<file path="config.mk">
export PLATFORM = sky130hd
export DESIGN_NAME = riwq_first_match
export DESIGN_NICKNAME = d
export VERILOG_FILES = /design/src/rtl/riwq_pkg.sv /design/src/rtl/riwq_first_match.sv
export SDC_FILE = /design/constraint.sdc
export NUM_CORES = 1
export LEC_CHECK = 0
export BUFFER_PORTS_ARGS = -buffer_cell sky130_fd_sc_hd__buf_2
export CORE_ASPECT_RATIO = 0.9
export CORE_MARGIN = 2
export CORE_UTILIZATION = 41
export CTS_CLUSTER_DIAMETER = 80
export DETAILED_ROUTE_END_ITERATION = 16
export PLACE_DENSITY = 0.77
export REMOVE_ABC_BUFFERS = 1
export SETUP_SLACK_MARGIN = 0.1
export SKIP_LAST_GASP = 1
export SLEW_MARGIN = 5
export SYNTH_ARGS = -nofsm -noshare
export SYNTH_HDL_FRONTEND = slang
export SYNTH_SLANG_ARGS = --single-unit
</file>
<file path="constraint.sdc">
create_clock -name clock -period 2.4 [get_ports clock]
set_clock_uncertainty 0.05 [all_clocks]
set_input_delay 0.36 -clock clock [delete_from_list [all_inputs] [get_ports clock]]
set_output_delay 0.36 -clock clock [all_outputs]
set_load 0.005 [all_outputs]
</file>
<file path="src/rtl/riwq_pkg.sv">
// ----------------------------------------------------------------------------
// riwq_pkg
// Shared types and codes for the reorderable identifier wait queue: command
// kinds, move modes, status codes, sequencer states and the cell control word.
// ----------------------------------------------------------------------------
package riwq_pkg;

   // Field widths of one request and one response
   localparam int KIND_W   = 3;
   localparam int ID_W     = 64;
   localparam int POS_W    = 8;
   localparam int MODE_W   = 2;
   localparam int STATUS_W = 2;
   localparam int FPOS_W   = 6;
   localparam int QCNT_W   = 7;

   // Command kinds
   localparam logic [KIND_W-1:0] KIND_APPEND = 3'd0;
   localparam logic [KIND_W-1:0] KIND_INSERT = 3'd1;
   localparam logic [KIND_W-1:0] KIND_REMOVE = 3'd2;
   localparam logic [KIND_W-1:0] KIND_MOVE   = 3'd3;
   localparam logic [KIND_W-1:0] KIND_FIND   = 3'd4;

   // Move target modes
   localparam logic [MODE_W-1:0] MODE_ABS  = 2'd0;
   localparam logic [MODE_W-1:0] MODE_REL  = 2'd1;
   localparam logic [MODE_W-1:0] MODE_TAIL = 2'd2;

   // Response status codes
   localparam logic [STATUS_W-1:0] STATUS_OK        = 2'd0;
   localparam logic [STATUS_W-1:0] STATUS_NOT_FOUND = 2'd1;
   localparam logic [STATUS_W-1:0] STATUS_FULL      = 2'd2;

   // Sequencer states
   typedef enum logic [2:0] {
      ST_IDLE,
      ST_MATCH,
      ST_FIND,
      ST_PLAN,
      ST_APPLY
   } seq_state_type;

   // Control word broadcast to every cell of the chain
   typedef struct packed {
      logic cmp;         // compare stored identifier against the request
      logic apply;       // update stored identifier this cycle
      logic shift;       // cells inside the range take a neighbor's entry
      logic take_right;  // 1: take right neighbor, 0: take left neighbor
      logic write;       // the cell at the write index loads the request id
   } cell_ctrl_type;

endpackage

</file>
<file path="src/rtl/riwq_first_match.sv">
// ----------------------------------------------------------------------------
// riwq_first_match
// Picks the lowest cell whose match flag is set and registers its index.
// ----------------------------------------------------------------------------
module riwq_first_match #(
   parameter int DEPTH = 64,
   parameter int IDX_W = 6
) (
   input  logic              clock,
   input  logic              capture,
   input  logic [DEPTH-1:0]  match_vec,
   output logic              hit,
   output logic [IDX_W-1:0]  hit_index
);
   import riwq_pkg::*;

   logic [DEPTH-1:0] first_oh;
   logic [IDX_W-1:0] index_in;
   logic             hit_ff;
   logic [IDX_W-1:0] index_ff;

   // Keep only the lowest set flag; each bit looks at all flags below it
   always_comb begin
      for (int i = 0; i < DEPTH; i++) begin
         first_oh[i] = match_vec[i] &&
                       !(|(match_vec & DEPTH'((DEPTH'(1) << i) - DEPTH'(1))));
      end
   end

   // Encode the one-hot pick into a binary index
   always_comb begin
      index_in = '0;
      for (int i = 0; i < DEPTH; i++) begin
         if (first_oh[i]) begin
            index_in = index_in | IDX_W'(i);
         end
      end
   end

   always_ff @(posedge clock) begin
      if (capture) begin
         hit_ff   <= |match_vec;
         index_ff <= index_in;
      end
   end

   assign hit       = hit_ff;
   assign hit_index = index_ff;

endmodule

</file>
## Word level (Yosys, flattened, before mapping)

Index checks and enable logic that the tools add are counted.

| storage, ports and cells | value |
|---|---|
| logic and storage cells | 262 |
| bits of input ports | 66 |
| register bits after elaboration | 7 |

| operators by class | value |
|---|---|
| multiplexer cells | 61 |
| reduce and logical (&&, ||, !) cells | 194 |

Operators with widths:

| operator | count |
|---|---|
| $mux W6 | 30 |
| $mux W5 | 16 |
| $reduce_or A32 Y1 | 2 |
| $reduce_or A64 Y1 | 1 |
| $logic_and A1 B1 Y1 | 63 |
| $logic_not A1 Y1 | 63 |
| $reduce_or A63 Y1 | 1 |
| $reduce_or A62 Y1 | 1 |
| $reduce_or A61 Y1 | 1 |
| $reduce_or A60 Y1 | 1 |
| $reduce_or A59 Y1 | 1 |
| $reduce_or A58 Y1 | 1 |
| $reduce_or A57 Y1 | 1 |
| $reduce_or A56 Y1 | 1 |
| $reduce_or A55 Y1 | 1 |
| $reduce_or A54 Y1 | 1 |
| $reduce_or A53 Y1 | 1 |
| $reduce_or A52 Y1 | 1 |
| $reduce_or A51 Y1 | 1 |
| $reduce_or A50 Y1 | 1 |
| $reduce_or A49 Y1 | 1 |
| $reduce_or A48 Y1 | 1 |
| $reduce_or A47 Y1 | 1 |
| $reduce_or A46 Y1 | 1 |
| other kinds (47) | 62 |

## Depth between registers and ports, before layout

Gate-level depths: netlist of run 1.

| logic depth | value |
|---|---|
| depth in word-level cells | 63 |
| mapped depth | 7 |
| mapped depth without buffers | 6 |

## Least setup slack after synthesis of run 1

No wires, ideal clock.

| timing | value |
|---|---|
| path type | input port to flip-flop |
| start | input match_vec[1] |
| end | register hit_ff, in the netlist hit (data pin) |
| required time | 2.078 ns |
| stages | 6 |
| setup time | 0.272 ns |
| arrival | 2.148 ns |
| slack | -0.070 ns |
| cell sequence | or4_4 > nor4_4 > nand3_2 > buf_6 > nand3b_4 > or4_1 |

| between the ends | value |
|---|---|
| word-level cells in the longest chain between the ends | 1 |

Ends and longest elaborated chain:

| what | line | text |
|---|---|---|
| start, declared | riwq_first_match.sv:11 | `input logic [DEPTH-1:0] match_vec,` |
| $reduce_or A64 Y1 | riwq_first_match.sv:42 | `hit_ff <= \|match_vec;` |
| end signal, assigned | riwq_first_match.sv:42 |  |
| end, declared | riwq_first_match.sv:19 | `logic hit_ff;` |

Every way passes these cells.
A chain may end at the register's enable or synchronous reset.

## Worst setup path after layout of run 1

| timing | value |
|---|---|
| start | input match_vec[29] |
| end | register index_ff[0], in the netlist hit_index[0] (data pin) |

| between the ends | value |
|---|---|
| word-level cells in the longest chain between the ends | 34 |

Ends and longest elaborated chain:

| what | line | text |
|---|---|---|
| $reduce_or A31 Y1 / $logic_and A1 B1 Y1 (equally long branches) | riwq_first_match.sv:26, riwq_first_match.sv:25 |  |
| $logic_not A1 Y1 / $mux W5 (equally long branches) | riwq_first_match.sv:26, riwq_first_match.sv:34 |  |
| $logic_and A1 B1 Y1 / $mux W5 (equally long branches) | riwq_first_match.sv:25, riwq_first_match.sv:34 |  |
| $mux W5 | riwq_first_match.sv:34 | `if (first_oh[i]) begin` |
| $mux W6 (30 in series) | riwq_first_match.sv:34 |  |
| end signal, assigned | riwq_first_match.sv:43 | `index_ff <= index_in;` |
| end, declared | riwq_first_match.sv:20 | `logic [IDX_W-1:0] index_ff;` |

Several ways; a longest one is shown, not always the timed one.

==> reports/metrics.cfg, run 1 <==
[status]
status = finished clean

[power]
total_power_mw = 0.4665
power.leakage_nw = 0.9251
ir_drop_v = 0.00009166
power_density_nw_per_um2 = 223.9

[cts]
clock-sinks = 7
clkSlewWorstSetupHoldPaths_ps = 50
hold_buffers = 0
cts_max_level = 1
tritoncts = yes
cts_root_buf = clkbuf_4
cts_setup_buffers = 0
post_cts_resized = 0
cts_buffer_depth = 2
cts_buffers = 3

[synthesis]
ys.flop_type = edfxtp_1
yosysMostFrequentCell = nor2_1
synth_area_per_cell_um2 = 7.300
synth_seq_cells = 7
ys.warnings.count = 0
yosys.area_share.simple_pct = 49.24
syn_inst = 181
synth_top_family_by_area = simple AND/OR/NAND/NOR gates
synth_cell_types = 53
ys_seq_area_share_pct = 15.91
synthTopCellsByCount = nor2_1, a21oi_1, inv_1
synth_area_leader_cell = edfxtp_1
synth_edf_count = 7
synth-xor-area-share_pct = 0
synthAdderAreaFrac_pct = 0
async_flop_share_pct = 0
yosysTopAreaCellShare_pct = 15.91
synth_compound_area_share_pct = 30.59
syn_area_um2 = 1321
synth_area_leaders = edfxtp_1, nor2_1, or4_1, a21oi_1, nor4_1
synthMuxAreaShare_pct = 0

[min_path]
hold_class = in -> reg

[timing]
finalSetupViolCount = 0
rsz0062_at_grt = no
period_minus_slack_ps = 2217
worst_slew_pin_slew_ps = 422.6
layout_setup_ws_ps = 183.5
drv_slew = 0
fmax_mhz = 451.2
worst_slew_margin_rel_pct = 71.47
period_share_pct = 92.35
hold_viol_final = 0

[drt]
drt-pass1-iter-count = 4
wl_per_cell_um = 13.07
num_vias = 1972
drt_iter0_drc = 127
ant_nets = 0
finalWirelength_um = 4458
viasPerCell = 5.783
drcViolationCount = 0

[critical_path]
crit_fanout = 3
cpPeakStageDelay_ps = 540
cp_data_arrival_time_ps = 2300
start_kind = input pin
path_cells = buf_2 -> or4_4 -> nor4_2 -> buf_4 -> nand2_1 -> o311ai_0 -> buf_4 -> or4_1
path_class = in -> reg
crit_slowest_cell = or4_4
worst_ep_required_time_ps = 2480
end_kind = flop
crit_top_cell = buf_4

[layout]
design_area_um2 = 2083
fill_cells = 256
multi_input_area_um2 = 1066
drive_gt1_share_pct = 45.48
utilization_pct = 67.93
area_delta_synth_final_pct = 57.67
ff_latch_area_um2 = 210.2
nets = 366
antenna_cells = 0

[place]
pre_cts_ws_ps = -104.0
hpwl_um = 3879
gp_congestion = 0.9162
postPlaceCellArea_um2 = 2046
place.port_buffers = 72

[floorplanning]
core-area_um2 = 3067
rows = 19
io_pins = 73
dieArea_um2 = 3693
fp.dieW_um = 63.84
chipHeight_um = 57.86
initial_utilization_pct = 43.08

[global_route]
antenna_found_initial = 0
met1_usage_pct = 27.49
gr-usage-met3_pct = 3.301
grt_pass1_wl_um = 7210
grt_use_met2_pct = 45.98
overflow = 0
busiest_layer = met2
grt_max_degree = 8
grt_usage_pct = 23.99
grt_pass1_vias = 1759

[job]
cap_violations = 0

## cells by family (layout without fill, tap and decap cells)
group                  after synthesis  after routing
flip-flops                           7              7
buffers and inverters               13            131
AND/OR/NAND/NOR                    103            103
AO/OA/AOI/OAI                       58             58
## critical path: cells and delay by family
kind                   cells  cell delay (ps)
AND/OR/NAND/NOR            4             1030
buffers and inverters      3              440
AO/OA/AOI/OAI              1              450
## sequential cells by signal, summed over array words and instances, names as in the netlist
signal     flops
hit_index      6
hit            1
## layout make-up
class / count / area share (%)
Timing Repair Buffer: 115 / 32.79
Inverter: 12 / 2.162
Tap cell: 42 / 2.523
Multi-Input combinational cell: 161 / 51.17
Sequential cell: 7 / 10.09
Clock buffer: 4 / 1.261
## path summary, 6_finish.rpt
check	startpoint	to	slack (ps)	cells past startpoint
min	match_vec[63]	hit	360	2
max	match_vec[29]	hit_index[0]	180	8
## power breakdown
| part | switching (mW) | leakage (nW) | internal (mW) |
|---|---|---|---|
| clock | 0.0481 | 0.0150 | 0.0637 |
| sequential | 0.00140 | 0.0674 | 0.143 |
| combinational | 0.103 | 0.843 | 0.107 |
## cell usage in the layout, fill, tap and decap left out, drive strengths merged, types with 2 or more instances in the layout
cell and count:
or3 2, a41oi 2, o21bai 2, inv 12
nor4 13, or4 14, a211oi 3, and2 2
or2 4, nor2 32, clkbuf 4, o31ai 4
nor4b 2, nand2b 6, nor3 9, a31oi 4
nand3 2, o221ai 3, nand3b 4, a21oi 14
nand2 5, a211o 2, buf 115, edfxtp 7
o32ai 4, nor2b 4, o21ai 7
## metal layers
metal	wire (um)	part of all wire, %
met2	2210	50
met4	60	1.3
met1	1860	42
met3	327	7.3
met5	0	0
## through the flow
step,hold slack [ps],TNS (ps),std cells
CTS,351.0,0,341
detailed placement,622.1,-484.9,337
finish,362.9,0,341
floorplan,422.5,-104.2,180
global placement,615.0,-215.7,337
global route,365.9,0,341
Note: power is estimated with default switching activity, not from simulation.
==> run 2, diff against run 1 <==
CORE_UTILIZATION = 45   (was 41)
PLACE_DENSITY = 0.8   (was 0.77)
clock period = 2.2 ns   (was 2.4 ns; I/O delays follow)
==> reports/metrics.cfg, run 2 (synthesis gave the netlist of run 1 again) <==
[status]
status = finished clean

[cts]
clock-sinks = 7
clkSlewWorstSetupHoldPaths_ps = 50
cts_buffers = 3
cts_root_buf = clkbuf_4
cts_buffer_depth = 2
tritoncts = yes
hold_buffers = 0
cts_max_level = 1

[floorplanning]
chipHeight_um = 55.41
initial_utilization_pct = 47.70
rows = 18
fp.dieW_um = 61.12
dieArea_um2 = 3386
io_pins = 73
core-area_um2 = 2770

[timing]
finalSetupViolCount = 0
period_share_pct = 97.59
period_minus_slack_ps = 2147
rsz0062_at_grt = yes
drv_slew = 0
fin_worst_hold_slack_ps = 348.8
fmax_mhz = 465.8
worst_slew_pin_slew_ps = 409.9
finalSetupTns_ps = 0
worst_slew_margin_rel_pct = 72.46
hold_viol_final = 0

[drt]
ant_nets = 0
drcViolationCount = 0
wl_per_cell_um = 15.09
drt_iter0_drc = 145
finalWirelength_um = 5446
num_vias = 2128
drt-pass1-iter-count = 5
viasPerCell = 5.895

[critical_path]
worst_ep_required_time_ps = 2140
path_class = in -> reg
cpPeakStageDelay_ps = 560
crit_fanout = 4
path_cells = buf_6 -> or4_4 -> nor4_4 -> nand3_2 -> nand3b_4 -> or4_1
critPathLaunch = match_vec[1]
cp_data_arrival_time_ps = 2080
crit_slowest_cell = or4_4
start_kind = input pin
end_kind = flop

[place]
postPlaceCellArea_um2 = 2201
hpwl_um = 4311
place.port_buffers = 72
gp_congestion = 0.9756

[layout]
nets = 388
fill_cells = 204
final_common_cell = buf_2
ff_latch_area_um2 = 210.2
multi_input_area_um2 = 1101
final_cell_mix = buf_2, buf_4, nor2_1
area_delta_synth_final_pct = 75.00
largest_register_ffs = 6
antenna_cells = 0
design_area_um2 = 2312
drive_gt1_share_pct = 50.78

[power]
ir_drop_v = 0.0001235
power.leakage_nw = 1.063
power_density_nw_per_um2 = 240.3

[global_route]
grt_usage_pct = 31.80
grt_pass1_vias = 1953
grt_pass1_wl_um = 8507
grt_max_degree = 8
overflow = 0
antenna_found_initial = 0

[min_path]
hold_class = in -> reg
hold_start = match_vec[63]

[job]
cap_violations = 0

run 2: cell count changes in the layout (fill, tap and decap cells not counted), sizes merged:
cell	change
buf	+22
run 2: area by class of cell:
| type | count | area share, % |
|---|---|---|
| multi-input combinational | 161 | 47.62 |
| clock buffer | 4 | 1.136 |
| inverter | 12 | 1.948 |
| sequential | 7 | 9.091 |
| tap | 40 | 2.164 |
| timing repair buffer | 137 | 38.04 |
run 2: timing repair:
item                                    in CTS  in global routing
buffers inserted                             1                  0
endpoints found under the setup margin       5                  7
gates resized for setup                      4                  9
pin swaps                                    3                  7
gates cloned                                 0                  0
run 2: path summary, 6_finish.rpt:
path	cells past startpoint	endpoint
worst max-delay path	6	hit
worst min-delay path	2	hit
run 2: worst max-delay path: cells and delay by family:
kind | cells | cell delay, ps
simple gates | 5 | 1650
buf+inv | 1 | 100
run 2: through the flow:
| stage | setup slack (ps) | power (mW) | cells | util [%] |
|---|---|---|---|---|
| 2_1_floorplan | -250.6 | 0.2325 | 180 | - |
| 3_3_place_gp | -201.8 | 0.4095 | 356 | 79.45 |
| 3_5_place_dp | -233.9 | 0.4177 | 356 | 79.45 |
| 4_1_cts | 74.39 | 0.5416 | 361 | 81.39 |
| 5_1_grt | 17.75 | 0.5854 | 361 | 83.47 |
| 6_report | 53.01 | 0.5556 | 361 | 83.47 |
run 2: metal layers:
| layer | global-route usage [%] | routed length [um] | vias up |
|---|---|---|---|
| met4 | 5.280 | 65 | 0 |
| li1 | - | - | 1019 |
| met5 | 0 | 0 | - |
| met1 | 46.16 | 2277 | 963 |
| met3 | 3.279 | 520 | 12 |
| met2 | 50.61 | 2582 | 134 |
run 2: where the power goes:
part	switching (mW)	internal (mW)	total (mW)
combinational	0.130	0.148	0.279
sequential	0.00180	0.156	0.157
clock	0.0501	0.0694	0.120
total	0.182	0.373	0.556
