$ cat config.mk
export PLATFORM = sky130hd
export DESIGN_NAME = riwq_seq
export DESIGN_NICKNAME = d
export VERILOG_FILES = /design/src/rtl/riwq_pkg.sv /design/src/rtl/riwq_seq.sv
export SDC_FILE = /design/constraint.sdc
export NUM_CORES = 1
export LEC_CHECK = 0
export BUFFER_PORTS_ARGS = -buffer_cell sky130_fd_sc_hd__buf_2
export CORE_ASPECT_RATIO = 0.9
export CORE_MARGIN = 5
export CORE_UTILIZATION = 40
export CTS_CLUSTER_SIZE = 8
export DETAILED_ROUTE_END_ITERATION = 12
export PLACE_DENSITY = 0.75
export SYNTH_ARGS = -nofsm -noshare
export SYNTH_HDL_FRONTEND = slang
export SYNTH_SLANG_ARGS = --single-unit
$ cat constraint.sdc
create_clock -name clock -period 8.49 [get_ports clock]
set_input_delay 2.1225 -clock clock [delete_from_list [all_inputs] [get_ports clock]]
set_output_delay 2.1225 -clock clock [all_outputs]
set_load 0.02 [all_outputs]
$ cat src/rtl/riwq_pkg.sv
// ----------------------------------------------------------------------------
// riwq_pkg
// Shared types and codes for the reorderable identifier wait queue: command
// kinds, move modes, status codes, sequencer states and the cell control word.
// ----------------------------------------------------------------------------
package riwq_pkg;

   // Field widths of one request and one response
   localparam int KIND_W   = 3;
   localparam int ID_W     = 64;
   localparam int POS_W    = 8;
   localparam int MODE_W   = 2;
   localparam int STATUS_W = 2;
   localparam int FPOS_W   = 6;
   localparam int QCNT_W   = 7;

   // Command kinds
   localparam logic [KIND_W-1:0] KIND_APPEND = 3'd0;
   localparam logic [KIND_W-1:0] KIND_INSERT = 3'd1;
   localparam logic [KIND_W-1:0] KIND_REMOVE = 3'd2;
   localparam logic [KIND_W-1:0] KIND_MOVE   = 3'd3;
   localparam logic [KIND_W-1:0] KIND_FIND   = 3'd4;

   // Move target modes
   localparam logic [MODE_W-1:0] MODE_ABS  = 2'd0;
   localparam logic [MODE_W-1:0] MODE_REL  = 2'd1;
   localparam logic [MODE_W-1:0] MODE_TAIL = 2'd2;

   // Response status codes
   localparam logic [STATUS_W-1:0] STATUS_OK        = 2'd0;
   localparam logic [STATUS_W-1:0] STATUS_NOT_FOUND = 2'd1;
   localparam logic [STATUS_W-1:0] STATUS_FULL      = 2'd2;

   // Sequencer states
   typedef enum logic [2:0] {
      ST_IDLE,
      ST_MATCH,
      ST_FIND,
      ST_PLAN,
      ST_APPLY
   } seq_state_type;

   // Control word broadcast to every cell of the chain
   typedef struct packed {
      logic cmp;         // compare stored identifier against the request
      logic apply;       // update stored identifier this cycle
      logic shift;       // cells inside the range take a neighbor's entry
      logic take_right;  // 1: take right neighbor, 0: take left neighbor
      logic write;       // the cell at the write index loads the request id
   } cell_ctrl_type;

endpackage

$ cat src/rtl/riwq_seq.sv
// ----------------------------------------------------------------------------
// riwq_seq
// Command sequencer: latches a request, steps through compare, pick and plan,
// then drives the shift over the cell chain and issues the response.
// ----------------------------------------------------------------------------
module riwq_seq #(
   parameter int DEPTH = 64,
   parameter int IDX_W = 6,
   parameter int CNT_W = 7
) (
   input  logic                          clock,
   input  logic                          reset,
   input  logic                          start,
   output logic                          busy,
   input  logic [riwq_pkg::KIND_W-1:0]   req_kind,
   input  logic [riwq_pkg::ID_W-1:0]     req_job_id,
   input  logic signed [riwq_pkg::POS_W-1:0] req_position,
   input  logic [riwq_pkg::MODE_W-1:0]   req_move_mode,
   input  logic                          hit,
   input  logic [IDX_W-1:0]              hit_index,
   output logic                          capture,
   output riwq_pkg::cell_ctrl_type       ctrl,
   output logic [riwq_pkg::ID_W-1:0]     cmd_id,
   output logic [CNT_W-1:0]              count,
   output logic [CNT_W-1:0]              range_lo,
   output logic [CNT_W-1:0]              range_hi,
   output logic [IDX_W-1:0]              wr_pos,
   output logic                          rsp_valid,
   output logic [riwq_pkg::STATUS_W-1:0] rsp_status,
   output logic                          rsp_found,
   output logic [riwq_pkg::FPOS_W-1:0]   rsp_final_position,
   output logic [riwq_pkg::QCNT_W-1:0]   rsp_queue_count
);
   import riwq_pkg::*;

   localparam int CW = ((CNT_W > POS_W) ? CNT_W : POS_W) + 2;
   localparam logic [CNT_W-1:0] DEPTH_CNT = CNT_W'(DEPTH);

   seq_state_type state_ff, state_in;

   logic [KIND_W-1:0]       kind_ff;
   logic [ID_W-1:0]         id_ff;
   logic signed [POS_W-1:0] pos_ff;
   logic [MODE_W-1:0]       mode_ff;
   logic [CNT_W-1:0]        count_ff, count_in;

   logic [CNT_W-1:0]    lo_ff, lo_in, hi_ff, hi_in;
   logic [IDX_W-1:0]    wr_pos_ff, wr_pos_in;
   logic                shift_ff, shift_in, right_ff, right_in, write_ff, write_in;
   logic [STATUS_W-1:0] status_ff, status_in;
   logic                found_ff, found_in;
   logic [FPOS_W-1:0]   fpos_ff, fpos_in;
   logic [QCNT_W-1:0]   qcnt_ff;
   logic                rsp_valid_ff;

   logic signed [CW-1:0] cnt_s, pos_s, idx_s, maxp_s, tgt_s;
   logic                 accept;

   function automatic logic signed [CW-1:0] clamp(input logic signed [CW-1:0] v,
                                                  input logic signed [CW-1:0] lo_v,
                                                  input logic signed [CW-1:0] hi_v);
      logic signed [CW-1:0] r;
      r = v;
      if (v < lo_v) begin
         r = lo_v;
      end else if (v > hi_v) begin
         r = hi_v;
      end
      return r;
   endfunction

   assign accept = start && (state_ff == ST_IDLE);

   // Next state
   always_comb begin
      state_in = state_ff;
      case (state_ff)
         ST_IDLE:  if (start) state_in = ST_MATCH;
         ST_MATCH: state_in = ST_FIND;
         ST_FIND:  state_in = ST_PLAN;
         ST_PLAN:  state_in = ST_APPLY;
         ST_APPLY: state_in = ST_IDLE;
         default:  state_in = ST_IDLE;
      endcase
   end

   // State outputs
   always_comb begin
      busy       = 1'b1;
      capture    = 1'b0;
      ctrl       = '0;
      case (state_ff)
         ST_IDLE:  busy = 1'b0;
         ST_MATCH: ctrl.cmp = 1'b1;
         ST_FIND:  capture = 1'b1;
         ST_PLAN:  ;
         ST_APPLY: begin
            ctrl.apply      = 1'b1;
            ctrl.shift      = shift_ff;
            ctrl.take_right = right_ff;
            ctrl.write      = write_ff;
         end
         default:  busy = 1'b1;
      endcase
   end

   // Signed working copies for target arithmetic
   assign cnt_s  = signed'(CW'(count_ff));
   assign pos_s  = CW'(pos_ff);
   assign idx_s  = signed'(CW'(hit_index));
   assign maxp_s = cnt_s - CW'(1);

   // Move target by mode
   always_comb begin
      case (mode_ff)
         MODE_ABS:  tgt_s = clamp(pos_s, '0, maxp_s);
         MODE_REL:  tgt_s = clamp(idx_s + pos_s, '0, maxp_s);
         MODE_TAIL: tgt_s = (pos_s >= 0) ? maxp_s : clamp(maxp_s + pos_s, '0, maxp_s);
         default:   tgt_s = idx_s;
      endcase
   end

   // Plan the shift range, the write and the response
   always_comb begin
      logic signed [CW-1:0] ins_s;
      ins_s     = (kind_ff == KIND_INSERT) ? clamp(pos_s, '0, cnt_s) : cnt_s;
      lo_in     = '0;
      hi_in     = '0;
      wr_pos_in = '0;
      shift_in  = 1'b0;
      right_in  = 1'b0;
      write_in  = 1'b0;
      status_in = STATUS_OK;
      found_in  = 1'b0;
      fpos_in   = '0;
      count_in  = count_ff;
      case (kind_ff)
         KIND_APPEND, KIND_INSERT: begin
            if (count_ff == DEPTH_CNT) begin
               status_in = STATUS_FULL;
            end else begin
               // open a gap at the target by pulling from the left
               lo_in     = ins_s[CNT_W-1:0];
               hi_in     = count_ff;
               wr_pos_in = ins_s[IDX_W-1:0];
               shift_in  = 1'b1;
               write_in  = 1'b1;
               fpos_in   = FPOS_W'(ins_s[IDX_W-1:0]);
               count_in  = count_ff + CNT_W'(1);
            end
         end
         KIND_REMOVE, KIND_MOVE, KIND_FIND: begin
            if (!hit) begin
               status_in = STATUS_NOT_FOUND;
            end else begin
               found_in = 1'b1;
               fpos_in  = FPOS_W'(hit_index);
               if (kind_ff == KIND_REMOVE) begin
                  // close the gap by pulling from the right
                  lo_in    = CNT_W'(hit_index);
                  hi_in    = count_ff - CNT_W'(1);
                  shift_in = 1'b1;
                  right_in = 1'b1;
                  count_in = count_ff - CNT_W'(1);
               end else if (kind_ff == KIND_MOVE) begin
                  shift_in  = 1'b1;
                  write_in  = 1'b1;
                  wr_pos_in = tgt_s[IDX_W-1:0];
                  fpos_in   = FPOS_W'(tgt_s[IDX_W-1:0]);
                  if (idx_s < tgt_s) begin
                     lo_in    = CNT_W'(hit_index);
                     hi_in    = tgt_s[CNT_W-1:0];
                     right_in = 1'b1;
                  end else begin
                     lo_in    = tgt_s[CNT_W-1:0];
                     hi_in    = CNT_W'(hit_index);
                  end
               end
            end
         end
         default: ;
      endcase
   end

   // Control registers
   always_ff @(posedge clock) begin
      if (reset) begin
         state_ff     <= ST_IDLE;
         count_ff     <= '0;
         rsp_valid_ff <= 1'b0;
      end else begin
         state_ff     <= state_in;
         rsp_valid_ff <= (state_ff == ST_PLAN);
         if (state_ff == ST_PLAN) begin
            count_ff <= count_in;
         end
      end
   end

   // Hold the request and the plan
   always_ff @(posedge clock) begin
      if (accept) begin
         kind_ff <= req_kind;
         id_ff   <= req_job_id;
         pos_ff  <= req_position;
         mode_ff <= req_move_mode;
      end
      if (state_ff == ST_PLAN) begin
         lo_ff     <= lo_in;
         hi_ff     <= hi_in;
         wr_pos_ff <= wr_pos_in;
         shift_ff  <= shift_in;
         right_ff  <= right_in;
         write_ff  <= write_in;
         status_ff <= status_in;
         found_ff  <= found_in;
         fpos_ff   <= fpos_in;
         qcnt_ff   <= QCNT_W'(count_in);
      end
   end

   assign cmd_id             = id_ff;
   assign count              = count_ff;
   assign range_lo           = lo_ff;
   assign range_hi           = hi_ff;
   assign wr_pos             = wr_pos_ff;
   assign rsp_valid          = rsp_valid_ff;
   assign rsp_status         = status_ff;
   assign rsp_found          = found_ff;
   assign rsp_final_position = fpos_ff;
   assign rsp_queue_count    = qcnt_ff;

endmodule

# Yosys cells after proc, flatten, opt, wreduce, memory -nomap -nowiden
# Cells that the tools add are included.
# word_totals
regBits,127
latch_bits,0
ram_bits,0
mem_bits_ro,0
input_bits,87
elab_cells,107
mem_count,0
# op_classes
add_sub_neg,5
n_mul,0
div,0
magnitude_cmp,9
n_eq_ne,12
shift,0
mux,57
bitwise,0
n_reduce_logical,7
# ops
cell,n
7-bit two-way mux,16
10-bit two-way mux,7
6-bit two-way mux,7
7-bit one-hot mux with 2 select lines,3
10-bit one-hot mux with 3 select lines,1
6-bit one-hot mux with 2 select lines,2
9-bit by 8-bit greater-than comparator with 1-bit output,2
9-bit by 1-bit less-than comparator with 1-bit output (second input constant),2
8-bit greater-than comparator,2
1-bit two-way mux,14
3-bit by 2-bit equality test with 1-bit output (second input constant),4
3-bit one-hot mux with 4 select lines,1
7-bit by 10-bit less-than comparator with 1-bit output,1
7-bit by 8-bit adder with 9-bit output,1
8-bit by 8-bit adder with 9-bit output,1
8-bit by 1-bit greater-or-equal comparator with 1-bit output (second input constant),1
8-bit by 1-bit less-than comparator with 1-bit output (second input constant),1
7-bit by 1-bit subtractor with 8-bit output (second input constant),1
7-bit by 1-bit adder with 7-bit output (second input constant),1
7-bit equality test (second input constant),1
7-bit by 1-bit subtractor with 7-bit output (second input constant),1
3-bit by 1-bit equality test with 1-bit output (second input constant),2
3-bit equality test (second input constant),2
3-bit logical NOT,2
13 further kinds,14

# Depth between registers and ports, before layout
# logic_depth
depth_word,13
depth_mapped,29

# Least setup slack after synthesis
# No wires, ideal clock.
# synth_path
path_kind,in2reg
from,input port hit_index[0]
to,"register lo_ff[2], in the netlist range_lo[2], data pin"
arrival_ns,6.672
t_required_ns,8.229
slack_ns,1.558
path_stages,26
path_buffers,0
cell_sequence,ha_1 -> inv_1 -> fa_1 -> nand2b_1 -> a21oi_1 -> o21a_1 -> o21ai_0 -> and2_1 -> ha_1 -> nor4b_1 -> o21ai_0 -> o22ai_2 -> nor2b_1 -> a221oi_1 -> o211ai_1 -> o21a_1 -> inv_1 -> ha_1 -> a21o_1 -> a21oi_1 -> nand2_1 -> a21oi_1 -> o31a_1 -> o21ai_4 -> and2_1 -> a221o_1
# synth_between
elab_chain_len,11
# synth_rtl
element,line_no,rtl
from (decl),riwq_seq.sv:20,"input logic [IDX_W-1:0] hit_index,"
7-bit by 8-bit adder with 9-bit output,riwq_seq.sv:117,"MODE_REL: tgt_s = clamp(idx_s + pos_s, '0, maxp_s);"
9-bit by 8-bit greater-than comparator with 1-bit output,riwq_seq.sv:66,end else if (v > hi_v) begin
10-bit two-way mux,riwq_seq.sv:66,
10-bit two-way mux,riwq_seq.sv:64,if (v < lo_v) begin
10-bit one-hot mux with 3 select lines,riwq_seq.sv:115,case (mode_ff)
7-bit by 10-bit less-than comparator with 1-bit output,riwq_seq.sv:170,if (idx_s < tgt_s) begin
7-bit two-way mux (*),riwq_seq.sv:170,
7-bit two-way mux (*),riwq_seq.sv:165,end else if (kind_ff == KIND_MOVE) begin
7-bit two-way mux (*),riwq_seq.sv:158,if (kind_ff == KIND_REMOVE) begin
7-bit two-way mux (*),riwq_seq.sv:153,if (!hit) begin
7-bit one-hot mux with 2 select lines (*),riwq_seq.sv:137,case (kind_ff)
via lo_in[2],riwq_seq.sv:47,"logic [CNT_W-1:0] lo_ff, lo_in, hi_ff, hi_in;"
to (signal assigned),riwq_seq.sv:209,lo_ff <= lo_in;
to (decl),riwq_seq.sv:47,
# The timed path passes the listed nets; every way through them passes the cells marked *.
# A chain may end at the register's enable or synchronous reset.

# Worst setup path in the final report
# layout_path
from,input port hit_index[0]
to,"register lo_ff[5], in the netlist range_lo[5], data pin"
# The elaborated chain is that of the path after synthesis.

==> results by group <==
STA
  – Slew margin rel.: 0.326
  – Number of hold violations in the final report: 0
  – Least-Margin Pin Slew: 1010 ps
  – Maximum achievable frequency: 134 MHz
  – Setup ws final: 1050 ps
  – Setup repair after global routing missed its margin: no
  – Setup_tns: 0 ps
  – Fin crit period: 7440 ps
  – Clock Skew: 9.69 ps
  – Fin crit share: 0.877
  – Max Slew Vio Count: 0
  – Final setup vio count: 0

Route
  – Aggregate routed wire length: 19,900 um
  – Detailed-route vias per instance: 5.36
  – Count of vias placed by the detailed router: 5,727
  – Antenna Nets Post-Route: 0
  – Detailed Routing Iterations Pass 1: 5
  – DRC violations left: 0
  – Avg WL per Cell: 18.6 um
  – DR iter-0 viols: 510

Placement
  – Count of buffers from port buffering: 201
  – HPWL after DPL: 15,200 um
  – Placed inst area: 0.00830 sq mm
  – Worst slack after detailed placement: 655 ps
  – Global placer's final weighted congestion: 0.926

Power
  – Total power divided by cell area: 219 mW/mm^2
  – Total leakage power: 3.77 nW
  – VDD IR max: 0.185 mV

Clock network
  – Clk buf depth: 2
  – Number of buffers inserted by post-CTS setup repair: 0
  – Number of instances resized during post-cts repair: 0
  – Inserted Clock Buffers: 17
  – Clock latency on the worst-skew pair: 430 ps
  – CTS tree: yes
  – Clock-pin transition on the worst setup and hold timing paths: 60 ps
  – Clock tree root driver cell: sky130_fd_sc_hd__clkbuf_16
  – Clock sink total: 127
  – Number of buffers inserted for hold repair after clock tree synthesis: 0
  – Deepest level of the CTS H-tree: 4

Worst setup path
  – Worst path top cell family by delay: compound AO/OA/AOI/OAI gates
  – Number of buffer and inverter instances along the worst setup path: 3
  – Critical Path AT: 7610 ps
  – Endpoint type of the worst setup path: register
  – Critical Path Source Type: input port
  – CP peak stage delay: 400 ps
  – WP depth: 27
  – Category of the most critical setup path: input port to register
  – Cell at the slowest stage of the critical path: sky130_fd_sc_hd__fa_1
  – Required time of the worst setup path: 8660 ps
  – Biggest fanout along the worst timing path: 10
  – Cell count of the worst reg-to-reg path: 26

Yosys
  – Share of flip-flops with an asynchronous set or reset: 0
  – Netlist cell types: 68
  – Synthesized cell area: 0.00702 sq mm
  – Register area share after synthesis: 0.528
  – Mean Syn Cell Area: 11.5 sq um
  – Register bit total from synthesis: 127
  – Flip-flop cell with the highest count after synthesis: sky130_fd_sc_hd__edfxtp_1
  – Post-synth EDFFs: 116
  – Warnings, synthesis: 0
  – Synthesized instance count: 609
  – Mapped Nets: 755

Die
  – Width of the die: 150 um
  – Total die area: 0.0203 sq mm
  – Core ar.: 0.0174 sq mm
  – Die height: 136 um
  – Number of cell rows: 46
  – Starting Density: 0.402
  – Top-Level Pins: 202

GRT
  – Initial antenna violation count: 0
  – First-pass GRT wire length: 30,500 um
  – Vias in the first global route: 5,635
  – Total gr overflow: 0
  – Largest net degree at the start of global routing: 66
  – Overall track demand over capacity in global routing: 0.194

Layout
  – Final Cell Area: 0.00890 sq mm
  – Fraction of layout instances using a drive strength above 1: 0.314
  – Number of fillers in the final layout: 1,566
  – Layout Utilization: 0.510
  – Area delta synth->final: 26.8%
  – Number of nets in the layout: 962
  – Antenna Diode Count: 0

Run
  – Number of max-capacitance violations reported: 0

Status
  – Outcome: complete, no violations

Worst hold path
  – Class of the tightest hold or removal check: register to register
  – Cell depth of the worst hold path: 1
[placed cells by master (no fill, tap or decap), drive strengths merged, types with 8 or more instances in the layout]
master,count
a221o,9
o22ai,11
nand2b,8
ha,57
nand3,10
mux2i,14
edfxtp,116
xnor2,15
nor2,45
dfxtp,11
inv,48
nor2b,10
clkbuf,17
o21ai,22
buf,207
nor3,8
a21oi,37
a21o,9
and2,9
nand4,8
a211oi,9
o21a,8
nand2,47
[power by group]
group	switching, mW	leakage [nW]	internal, mW
Sequential	0.0293	1.18	0.735
Clock	0.314	0.291	0.418
Combinational	0.279	2.30	0.173
Total	0.623	3.77	1.33
[cell usage after synthesis, drive strengths merged, types with 8 or more instances]
library cell,count,area [sq um]
a221o,9,90.1
nor2,45,169
xnor2,15,131
a21oi,37,185
clkbuf,17,63.8
inv,39,146
o21a,8,60.1
nand3,10,50.1
edfxtp,116,3480
nand2,47,176
nand4,8,56.3
mux2i,14,140
o21ai,22,133
ha,57,713
o22ai,11,81.3
a211oi,9,72.6
nor3,8,45.0
a21o,9,67.6
nor2b,10,62.6
nand2b,8,50.1
and2,9,56.3
dfxtp,11,220
[registers in the layout, indices dropped and copies added (netlist names)]
name	cells
cmd_id	64
pos_ff	8
count	7
range_hi	7
range_lo	7
rsp_queue_count	7
rsp_final_position	6
wr_pos	6
kind_ff	3
state_ff	3
mode_ff	2
rsp_status	2
right_ff	1
rsp_found	1
rsp_valid	1
shift_ff	1
write_ff	1
[per-layer routing]
| metal | part of all wire | wire length [um] | global-route usage | vias up |
|---|---|---|---|---|
| li1 | - | - | - | 2728 |
| met1 | 0.41 | 8170 | 0.245 | 2665 |
| met2 | 0.46 | 9170 | 0.314 | 302 |
| met3 | 0.11 | 2170 | 0.0746 | 32 |
| met4 | 0.017 | 346 | 0.0534 | 0 |
| met5 | 0 | 0 | 0 | - |
[through the flow]
step | cells | hold slack [ps] | power [mW]
floorplan | 609 | 483 | 1.09
global placement | 1037 | 524 | 1.22
detailed placement | 1037 | 525 | 1.23
CTS | 1069 | 542 | 1.96
global route | 1069 | 551 | 2.04
finish | 1069 | 539 | 1.95
[worst paths after layout]
path	from	end	slack, ps
worst max register to register	count[0]	range_lo[5]	1120
worst max-delay path	hit_index[0]	range_lo[5]	1050
worst min register to register	state_ff[2]	state_ff[1]	540
worst min-delay path	state_ff[2]	state_ff[1]	540
[kinds of logic after synthesis]
family	synth area share
fa+ha+maj	0.107
flops	0.528
simple gates	0.135
buf+inv	0.0319
mux	0.0216
compound gates	0.154
xor+xnor	0.0225
[final cells by class]
class | instances | area [sq um] | share of cell area
tap | 240 | 300 | 0.0338
clock inverter | 15 | 170 | 0.0191
multi-input combinational | 423 | 3100 | 0.348
timing repair buffer | 207 | 1050 | 0.118
clock buffer | 17 | 425 | 0.0478
inverter | 40 | 150 | 0.0169
sequential | 127 | 3700 | 0.416
No activity file was read; power rests on OpenSTA's default activity.
