### src/rtl/riwq_pkg.sv
// ----------------------------------------------------------------------------
// riwq_pkg
// Shared types and codes for the reorderable identifier wait queue: command
// kinds, move modes, status codes, sequencer states and the cell control word.
// ----------------------------------------------------------------------------
package riwq_pkg;

   // Field widths of one request and one response
   localparam int KIND_W   = 3;
   localparam int ID_W     = 64;
   localparam int POS_W    = 8;
   localparam int MODE_W   = 2;
   localparam int STATUS_W = 2;
   localparam int FPOS_W   = 6;
   localparam int QCNT_W   = 7;

   // Command kinds
   localparam logic [KIND_W-1:0] KIND_APPEND = 3'd0;
   localparam logic [KIND_W-1:0] KIND_INSERT = 3'd1;
   localparam logic [KIND_W-1:0] KIND_REMOVE = 3'd2;
   localparam logic [KIND_W-1:0] KIND_MOVE   = 3'd3;
   localparam logic [KIND_W-1:0] KIND_FIND   = 3'd4;

   // Move target modes
   localparam logic [MODE_W-1:0] MODE_ABS  = 2'd0;
   localparam logic [MODE_W-1:0] MODE_REL  = 2'd1;
   localparam logic [MODE_W-1:0] MODE_TAIL = 2'd2;

   // Response status codes
   localparam logic [STATUS_W-1:0] STATUS_OK        = 2'd0;
   localparam logic [STATUS_W-1:0] STATUS_NOT_FOUND = 2'd1;
   localparam logic [STATUS_W-1:0] STATUS_FULL      = 2'd2;

   // Sequencer states
   typedef enum logic [2:0] {
      ST_IDLE,
      ST_MATCH,
      ST_FIND,
      ST_PLAN,
      ST_APPLY
   } seq_state_type;

   // Control word broadcast to every cell of the chain
   typedef struct packed {
      logic cmp;         // compare stored identifier against the request
      logic apply;       // update stored identifier this cycle
      logic shift;       // cells inside the range take a neighbor's entry
      logic take_right;  // 1: take right neighbor, 0: take left neighbor
      logic write;       // the cell at the write index loads the request id
   } cell_ctrl_type;

endpackage

### src/rtl/riwq_cell.sv
// ----------------------------------------------------------------------------
// riwq_cell
// One queue slot: holds an identifier, compares it against the request and
// loads from its left neighbor, its right neighbor or the request.
// ----------------------------------------------------------------------------
module riwq_cell #(
   parameter int CELL_INDEX = 0,
   parameter int CNT_W      = 7,
   parameter int IDX_W      = 6
) (
   input  logic                        clock,
   input  riwq_pkg::cell_ctrl_type     ctrl,
   input  logic [riwq_pkg::ID_W-1:0]   cmd_id,
   input  logic [CNT_W-1:0]            count,
   input  logic [CNT_W-1:0]            range_lo,
   input  logic [CNT_W-1:0]            range_hi,
   input  logic [IDX_W-1:0]            wr_pos,
   input  logic [riwq_pkg::ID_W-1:0]   left_entry,
   input  logic [riwq_pkg::ID_W-1:0]   right_entry,
   output logic [riwq_pkg::ID_W-1:0]   entry,
   output logic                        match
);
   import riwq_pkg::*;

   localparam logic [CNT_W-1:0] MY_CNT = CNT_W'(CELL_INDEX);
   localparam logic [IDX_W-1:0] MY_IDX = IDX_W'(CELL_INDEX);

   logic [ID_W-1:0] entry_ff;
   logic [ID_W-1:0] entry_in;
   logic            match_ff;
   logic            match_in;
   logic            in_range;

   assign in_range = (MY_CNT >= range_lo) && (MY_CNT <= range_hi);

   // Pick the next identifier: request write wins over a shift
   always_comb begin
      entry_in = entry_ff;
      if (ctrl.apply) begin
         if (ctrl.write && (wr_pos == MY_IDX)) begin
            entry_in = cmd_id;
         end else if (ctrl.shift && in_range) begin
            entry_in = ctrl.take_right ? right_entry : left_entry;
         end
      end
   end

   // Flag an occupied slot that holds the requested identifier
   assign match_in = (entry_ff == cmd_id) && (MY_CNT < count);

   always_ff @(posedge clock) begin
      entry_ff <= entry_in;
      if (ctrl.cmp) begin
         match_ff <= match_in;
      end
   end

   assign entry = entry_ff;
   assign match = match_ff;

endmodule

### config.mk
export PLATFORM = sky130hd
export DESIGN_NAME = riwq_cell
export DESIGN_NICKNAME = d
export VERILOG_FILES = /design/src/rtl/riwq_pkg.sv /design/src/rtl/riwq_cell.sv
export SDC_FILE = /design/constraint.sdc
export NUM_CORES = 1
export LEC_CHECK = 0
export ABC_AREA = 1
export BUFFER_PORTS_ARGS = -buffer_cell sky130_fd_sc_hd__clkbuf_2
export CORE_AREA = 2 2 112 114
export CTS_BUF_LIST = sky130_fd_sc_hd__clkbuf_4 sky130_fd_sc_hd__clkbuf_8
export DETAILED_ROUTE_END_ITERATION = 16
export DIE_AREA = 0 0 114 116
export PLACE_DENSITY_LB_ADDON = 0.15
export SLEW_MARGIN = 20
export SYNTH_ARGS = -nofsm -noshare
export SYNTH_HDL_FRONTEND = slang
export SYNTH_SLANG_ARGS = --single-unit
### constraint.sdc
create_clock -name clock -period 8.7 [get_ports clock]
set_clock_uncertainty 0.15 [all_clocks]
set_input_delay 0.87 -clock clock [delete_from_list [all_inputs] [get_ports clock]]
set_output_delay 0.87 -clock clock [all_outputs]
set_load 0.01 [all_outputs]
== Word-level counts from Yosys, hierarchy flattened ==
Index checks and enable logic that the tools add are counted.

* Bits of input ports: 225
* Output and inout port bits: 65
* Word-level logic and storage cells: 16
* Register bits after elaboration: 65

* Reductions and logical operators: 7
* Mux-type cells: 3
* Magnitude comparators: 3
* Equal/unequal tests: 1

{| class="wikitable"
|+ Operator list
! operator !! number
|-
| 64-bit two-way mux || 3
|-
| 64-bit equality test || 1
|-
| 1-bit by 7-bit >= comparator with 1-bit output, first input constant || 1
|-
| 1-bit by 7-bit <= comparator with 1-bit output, first input constant || 1
|-
| 1-bit by 7-bit less-than comparator with 1-bit output, first input constant || 1
|-
| 6-bit logical NOT || 1
|-
| 1-bit logical AND || 4
|-
| 2-bit AND reduction || 1
|-
| 2-bit nonzero test || 1
|}

== Logic depth before layout (Yosys ltp) ==
Gate-level depths: netlist of the first run.

* Word-level depth: 5
* Gate-level depth with buffers: 10
* Mapped depth without buffers: 10

== Worst setup path after synthesis of the first run ==
OpenSTA, ideal clock, no wires.

* Path kind: input port to flip-flop
* Start point: in wr_pos[3]
* End point: reg entry_ff[0] (netlist: entry[0]) (enable)
* Setup slack: 1.791 ns
* Required time: 7.965 ns
* Stages: 4
* Data arrival time: 6.175 ns
* Buffers on the path: 1
* Cell sequence: nor4_2 > nand2_2 > clkbuf_1 > a21boi_0

* Longest elaborated chain between the ends: 4

{| class="wikitable"
|+ RTL lines
! what !! line !! RTL
|-
| start: declaration || riwq_cell.sv:17 || <nowiki>input logic [IDX_W-1:0] wr_pos,</nowiki>
|-
| 6-bit logical NOT || riwq_cell.sv:40 || <nowiki>if (ctrl.write && (wr_pos == MY_IDX)) begin</nowiki>
|-
| 1-bit logical AND || riwq_cell.sv:40 ||
|-
| 2-bit nonzero test (no source line) || -- ||
|-
| 2-bit AND reduction (no source line) || -- ||
|-
| end signal: assignment || riwq_cell.sv:52 || <nowiki>entry_ff <= entry_in;</nowiki>
|-
| end: declaration || riwq_cell.sv:28 || <nowiki>logic [ID_W-1:0] entry_ff;</nowiki>
|}

Every way passes these cells.
A chain may end at the register's enable or synchronous reset.

== Worst setup path after layout of the first run ==
* Start point: in wr_pos[3]
* End point: reg entry_ff[63] (netlist: entry[63]) (data pin)

* Longest elaborated chain between the ends: 3

{| class="wikitable"
|+ RTL lines
! what !! line
|-
| 6-bit logical NOT || riwq_cell.sv:40
|-
| 1-bit logical AND || riwq_cell.sv:40
|-
| 64-bit two-way mux || riwq_cell.sv:40
|}

Every way passes these cells.

==> metrics.md, run 1 <==
| Metric | Value |
|---|---|
| Die Width | 114 um |
| Area growth from synthesis to layout | 35.2% |
| Net switching power | about 190 uW |
| H-tree Lvls | 3 |
| CTS tree | done |
| Fin nets | 1086 |
| WL final | between 10000 and 15000 um |
| Post-DP HPWL | approximately 11000 um |
| CP max FO | around 60 |
| Clock Power Share | 36.7% |
| Max Slew Vio Count | 0 |
| Critical Path AT | ~3 ns |
| PwrDens | 120 nW/um^2 |
| CP Launch Point | wr_pos[3] |
| Clock sinks | 65 |
| Post-CTS Resized | 0 |
| Clk buf depth | 2 |
| Min Tclk post-route | between 3 and 4 ns |
| WL per Instance | between 10 and 15 um |
| Core area | 11900 um^2 |
| DR iter-0 viols | 201 |
| GPL Wtd Cong | approximately 0.82 |
| Period utilization | 34.9% |
| I/O pin count | 290 |
| Post-DP Area | 6200 um^2 |
| Via Count | about 4700 |
| Hold Path Class | in2reg |
| Setup WS post-layout | 5.66 ns |
| Hold Fails Final Rpt | 0 |
| Rows | 40 |
| Min-Delay Path Depth | 1 |
| Synthesis-stage register bit count | 65 |
| Die area | 13200 um^2 |
| Startpoint Class | primary input |
| Post-route cell area | 6410 um^2 |
| Post-synth net total | 817 |
| RR Startpoint | entry[11] |
| YS warnings | 0 |
| Inst Count DP | 997 |
| Distinct cells, synth | 24 |
| Met2 usage | between 30% and 40% |
| DR pass1 iterations | 4 |
| Switching part of the total | 24.1% |
| Remaining global-route overflow | 0 |
| Setup crit end | entry[63] |
| Skew-Pair Late Insertion Delay | 0.35 ns |
| Critical path class | in2reg |
| Combinational Power Share | 17.8% |
| Worst-Margin Slew | 0.872 ns |
| Reg2Reg Depth | 7 |
| Hold_sp | ctrl[4] |
| Total GRT Usage | 20.2% |
| Initial antenna violation count | 0 |
| Hold Slack | 0.583 ns |
| Syn avg cell area | 8.01 um^2 |
| Hold buffer count at cts | 0 |
| Synthesized area | ~4700 um^2 |
| CP required | 8.62 ns |
| First-pass GRT wire length | a little over 20000 um |
| DP Worst Slack | between 5 and 6 ns |
| Reg2reg setup slack | just over 7 ns |
| Outcome | finished clean |
| Final Util | 53.8% |
| RSZ-0062 raised after global routing | no |
| Synth Instances | 592 |
| Post-route DRC | 0 |
| Port buffer count | about 280 |
| Avg Vias per Cell | 4.62 |
| Max Cap Viol | 0 |
| Vias in the first global route | 4416 |
| Clock transition at path regs | 0.07 ns |
| Reg power frac | 45.5% |
| Max-slew headroom | 41.9% |
| Internal Power | 585 uW |
| Layout cells sized above 1 | 44.3% |
| # diodes | 0 |
| Largest net degree at the start of global routing | ~130 |
| Sequential share of the synthesized area | 41.2% |
| Total chip power | 771 uW |
| Setup Buffers After CTS | 0 |
| Initial core utilization | 39.8% |
| Post-route setup TNS | 0 ns |
| # setup viols final | 0 |
| Fmax achieved | around 330 MHz |
| Die height | approximately 120 um |
| Worst R2R End | match |
| Root Buffer | clkbuf_8 |
| Routing usage on met1 | 23.9% |
| Grt met3 use | 5.54% |
| Crit path capture type | flip-flop |
| Peak supply drop | approximately 0.052 mV |
| Fin cells | 1012 |
| Post-route ant nets | 0 |
| GR peak layer | met2 |
| LEAKAGE | roughly 3.2 nW |
| CTS Buf Count | 9 |
[critical path, stage by stage]
cell and delay, ns:
clkbuf_2 0.09, nor4_2 0.28, nand2_2 0.06, buf_4 0.26
inv_4 0.43, buf_4 0.74, o21ai_0 0.15
[cell type report]
class,count,area (um^2)
fill,1157,5500
multi-input combinational,396,2230
sequential,65,1950
timing repair buffer,285,1440
inverter,104,393
tap,147,184
clock buffer,11,139
clock inverter,4,68.8
[logic make-up (layout without fill, tap and decap cells)]
| family | count (synthesis) | in the layout | synth area share, % |
|---|---|---|---|
| xor+xnor | 47 | 47 | 8.68 |
| flops | 65 | 65 | 41.2 |
| buf+inv | 131 | 404 | 12.0 |
| compound gates | 129 | 129 | 17.7 |
| simple gates | 220 | 220 | 20.5 |
[registers in the layout, summed over array words and instances (netlist names)]
signal,cells
entry,64
match,1
[per-layer routing]
layer | up-vias | wire length [um] | share of wire [%]
li1 | 2426 | - | -
met1 | 2031 | 5550 | 41
met2 | 199 | 6700 | 49
met3 | 17 | 1130 | 8.3
met4 | 0 | 210 | 1.5
met5 | - | 0 | 0
[worst min path at each step]
stage	endpoint	slack, ns
2_1_floorplan	match	0.66
3_3_place_gp	match	0.66
3_5_place_dp	match	0.66
4_1_cts	match	0.56
5_1_grt	match	0.57
6_report	match	0.58
[cells in the mapped netlist, drive strengths merged]
cell type	n	area share (%)
a21boi	1	0.16
nand4	7	0.92
nor2	19	1.5
clkbuf	12	0.95
inv	104	8.2
nor4	2	0.40
nand3	3	0.32
and3	1	0.13
nor3b	1	0.16
nor3	2	0.21
buf	15	2.8
nand2	185	17
xnor2	47	8.7
o21ai	111	15
o211ai	17	2.7
edfxtp	65	41
[cells in the final DEF (no fill, tap or decap), drive strengths merged]
cell	n
a21boi	1
and3	1
buf	4
bufinv	2
clkbuf	292
clkinv	2
edfxtp	65
inv	104
nand2	185
nand3	3
nand4	7
nor2	19
nor3	2
nor3b	1
nor4	2
o211ai	17
o21ai	111
xnor2	47
[power groups by stage]
stage	clock [mW]	sequential, mW	combinational (mW)
2_1_floorplan	0	0.359	0.0681
3_3_place_gp	0	0.357	0.134
3_5_place_dp	0	0.358	0.139
4_1_cts	0.291	0.351	0.139
5_1_grt	0.301	0.351	0.156
6_report	0.283	0.351	0.137
(Power assumes the default switching activity.)
==> run 2: changes to the inputs <==
--- a/config.mk
+++ b/config.mk
@@ -5,12 +5,12 @@
 export SDC_FILE = /design/constraint.sdc
 export NUM_CORES = 1
 export LEC_CHECK = 0
-export ABC_AREA = 1
+export ABC_AREA = 0
 export BUFFER_PORTS_ARGS = -buffer_cell sky130_fd_sc_hd__clkbuf_2
-export CORE_AREA = 2 2 112 114
+export CORE_AREA = 2 2 113 115
 export CTS_BUF_LIST = sky130_fd_sc_hd__clkbuf_4 sky130_fd_sc_hd__clkbuf_8
 export DETAILED_ROUTE_END_ITERATION = 16
-export DIE_AREA = 0 0 114 116
+export DIE_AREA = 0 0 115 117
 export PLACE_DENSITY_LB_ADDON = 0.15
 export SLEW_MARGIN = 20
 export SYNTH_ARGS = -nofsm -noshare
==> constraint.sdc (replaced) <==
create_clock -name clock -period 2.57 [get_ports clock]
set_clock_uncertainty 0.15 [all_clocks]
set_input_delay 0.257 -clock clock [delete_from_list [all_inputs] [get_ports clock]]
set_output_delay 0.257 -clock clock [all_outputs]
set_load 0.01 [all_outputs]
==> metrics.md, run 2 <==
| Metric | Value |
|---|---|
| Outcome | finished clean |
| Reg2reg setup slack | 0.60 ns (-6.54 ns) |
| Avg Vias per Cell | 4.65 (+0.72%) |
| Post-synth net total | 598 (-27%) |
| Reg power frac | 50.4% (+4.9 points) |
| Final Util | 46.8% (-7.0 points) |
| PwrDens | 408 nW/um^2 (+240%) |
| Sequential share of the synthesized area | 48.5% (+7.3 points) |
| Worst Path Buf+Inv | 0 (-4) |
| Worst-Margin Slew | 0.540 ns (-0.332 ns) |
| Post-DP HPWL | 10100 um (-7.4%) |
| Initial core utilization | 32.7% (-7.1 points) |
| Startpoint Class | flip-flop |
| Multi-input logic area | 1990 um^2 (-11%) |
| Post-synthesis async set-or-reset flop share | 0% (unchanged) |
| H-tree Lvls | 3 (unchanged) |
| Root Buffer | clkbuf_8 |
| Max Slew Vio Count | 0 (unchanged) |
| Most frequent cells in the layout | clkbuf_2, edfxtp_1, mux2i_1, nor2_1, a21oi_1 |
| Hold Path Class | in2reg |
| Max-slew headroom | 63.7% (+22 points) |
| YS warnings | 0 (unchanged) |
| # diodes | 0 (unchanged) |
| Remaining global-route overflow | 0 (unchanged) |
| Most common cell after layout, fill and taps aside | clkbuf_2 |
| Core area | 12300 um^2 (+3.4%) |
| CTS Buf Count | 9 (unchanged) |
| Clk buf depth | 2 (unchanged) |
| Setup crit end | match |
| Rows | 41 (+2.5%) |
| Reg2Reg Depth | 5 (-2) |
| Skew-Pair Late Insertion Delay | 0.34 ns (about the same) |
| Min Tclk post-route | 1.97 ns |
| Worst R2R End | match |
| Combinational Power Share | 17.6% (-0.2 points) |
| Area growth from synthesis to layout | 43.2% |
| Top_reg_cell synth | edfxtp_1 |
| Synthesized area | 4030 um^2 (-15%) |
| DR pass1 iterations | 4 (unchanged) |
| Hold Fails Final Rpt | 0 (unchanged) |
| First-pass GRT wire length | 18000 um (-13%) |
| CTS tree | done |
| Port buffer count | 282 (unchanged) |
| Inst Count DP | 788 (-21%) |
| RSZ-0062 raised after global routing | no |
| Clock transition at path regs | 0.07 ns (about the same) |
| Post-CTS Resized | 0 (unchanged) |
| Synth area leaders | edfxtp_1, mux2i_1, a21oi_1 |
| # setup viols final | 0 (unchanged) |
| Total GRT Usage | 17.8% (-2.4 points) |
| Fmax achieved | 507 MHz |
| Number of flops mapped to enable cells by yosys | 65 (unchanged) |
| Slowest-stage cell, CP | a2111oi_1 |
| Crit path capture type | flip-flop |
| Die area | 13500 um^2 (+1.7%) |
| CP top delay family | compound AO/OA/AOI/OAI gates |
| Die Width | 115 um (+0.88%) |
| Cell taking the most area after synthesis | edfxtp_1 |
| Peak supply drop | 0.230 mV (+340%) |
| Synth Instances | 373 (-37%) |
| Critical path, cell by cell | xnor2_1 > nand4_1 > a2111oi_1 > nand3_1 > nor3_2 |
| LEAKAGE | 2.76 nW (-13%) |
| WL final | 12500 um (-7.9%) |
| Max Cap Viol | 0 (unchanged) |
| CP required | 2.61 ns (-6.01 ns) |
| Distinct cells, synth | 19 (-21%) |
| Critical path class | reg2reg |
| Initial antenna violation count | 0 (unchanged) |
| Clock Power Share | 32.0% (-4.7 points) |
| GPL Wtd Cong | 0.772 (-6.2%) |
| Top post-synthesis cells by count | edfxtp_1, a21oi_1, mux2i_1, nor2_1, xor2_1 |
| Post-route setup TNS | 0 ns (unchanged) |
| Total chip power | 2.35 mW (+210%) |
| Switching part of the total | 24.5% (+0.40 points) |
| Fin cells | 805 (-20%) |
| Largest net degree at the start of global routing | 113 (-12%) |
| Via Count | 3744 (-20%) |
| Crit-path max cell delay | 0.56 ns (-0.18 ns) |
| CP max FO | 2 (-97%) |
| Fill cell count | 1225 (+5.9%) |
| Top-area cell type share of the netlist area | 48.5% (+7.3 points) |
| Net switching power | 576 uW (+210%) |
| FF+latch area | 1950 um^2 (unchanged) |
| Most common cell in the netlist | edfxtp_1 |
| Crit path depth | 5 (-2) |
| Period utilization | 76.8% |
| Post-route ant nets | 0 (unchanged) |
| Post-route DRC | 0 (unchanged) |
| CP Launch Point | entry[28] |
| Critical Path AT | 2.01 ns (-0.94 ns) |
| Layout cells sized above 1 | 46.4% (+2.1 points) |
| I/O pin count | 290 (unchanged) |
| RR Startpoint | entry[28] |
| Internal Power | 1.78 mW (+200%) |
| Hold Slack | 0.110 ns (-0.473 ns) |
| Synthesis-stage register bit count | 65 (unchanged) |
| Syn avg cell area | 10.8 um^2 (+35%) |
| Fin nets | 875 (-19%) |
| Die height | 117 um (+0.86%) |
| DR iter-0 viols | 121 (-40%) |
| WL per Instance | 15.6 um (+16%) |
| Clock sinks | 65 (unchanged) |
| Vias in the first global route | 3622 (-18%) |
| Largest register FFs | 64 (unchanged) |
-- run 2: cell types whose count changed after synthesis, moves of 45 or more --
| cell | previous run | this run |
|---|---|---|
| nand2_1 | 144 | 2 |
| inv_1 | 103 | 0 |
| o21ai_0 | 65 | 0 |
| a21oi_1 | 0 | 64 |
| mux2i_1 | 0 | 64 |
| nor2_1 | 19 | 64 |
-- run 2: metrics by stage --
stage	area (um^2)	setup slack [ns]
finish	5770	0.596
global route	5770	0.425
CTS	5770	0.493
detailed placement	5590	0.455
global placement	5590	0.467
floorplan	4050	0.0148
-- run 2: area by class of cell --
cell class | instances | share of cell area, %
clock inverter | 5 | 0.391
timing repair buffer | 287 | 25.7
multi-input combinational | 287 | 34.4
clock buffer | 11 | 2.41
tap | 150 | 3.26
sequential | 65 | 33.9
-- run 2: layer usage --
layer	share of wire (%)	vias up	GRT usage (%)
li1	-	1914	-
met1	40	1661	20.1
met2	52	154	32.7
met3	6.5	15	4.38
met4	1.6	0	6.10
met5	0	-	0
-- run 2: worst min path at each step --
| stage | to | slack [ns] | cells after the start | start |
|---|---|---|---|---|
| after floorplan | match | 0.22 | 0 | ctrl[4] |
| after global placement | match | 0.31 | 1 | ctrl[4] |
| after detailed placement | match | 0.31 | 1 | ctrl[4] |
| after CTS | entry[7] | 0.09 | 3 | cmd_id[7] |
| after global routing | entry[62] | 0.10 | 3 | cmd_id[62] |
| final | entry[4] | 0.11 | 3 | cmd_id[4] |
-- run 2: worst min-delay path: stages --
cell and delay [ns]:
clkbuf_2 0.10, nor2_1 0.04, a21oi_1 0.09
-- run 2: repair_timing --
action	4_1_cts	5_1_grt
hold buffers	1	0
setup buffers	0	0
endpoints found under the hold margin	1	0
-- run 2: kinds of logic after synthesis --
group / after synthesis / synth area share, %
AND/OR/NAND/NOR: 93 / 10.6
AO/OA/AOI/OAI: 66 / 8.39
flip-flops: 65 / 48.5
XOR/XNOR: 64 / 13.9
multiplexers: 64 / 15.9
buffers and inverters: 21 / 2.64
-- run 2: power groups by stage --
stage | Clock, mW | Combinational [mW] | Sequential, mW
final | 0.753 | 0.414 | 1.19
after global routing | 0.820 | 0.458 | 1.19
after CTS | 0.787 | 0.422 | 1.19
after detailed placement | 0 | 0.419 | 1.21
after global placement | 0 | 0.410 | 1.21
after floorplan | 0 | 0.181 | 1.21
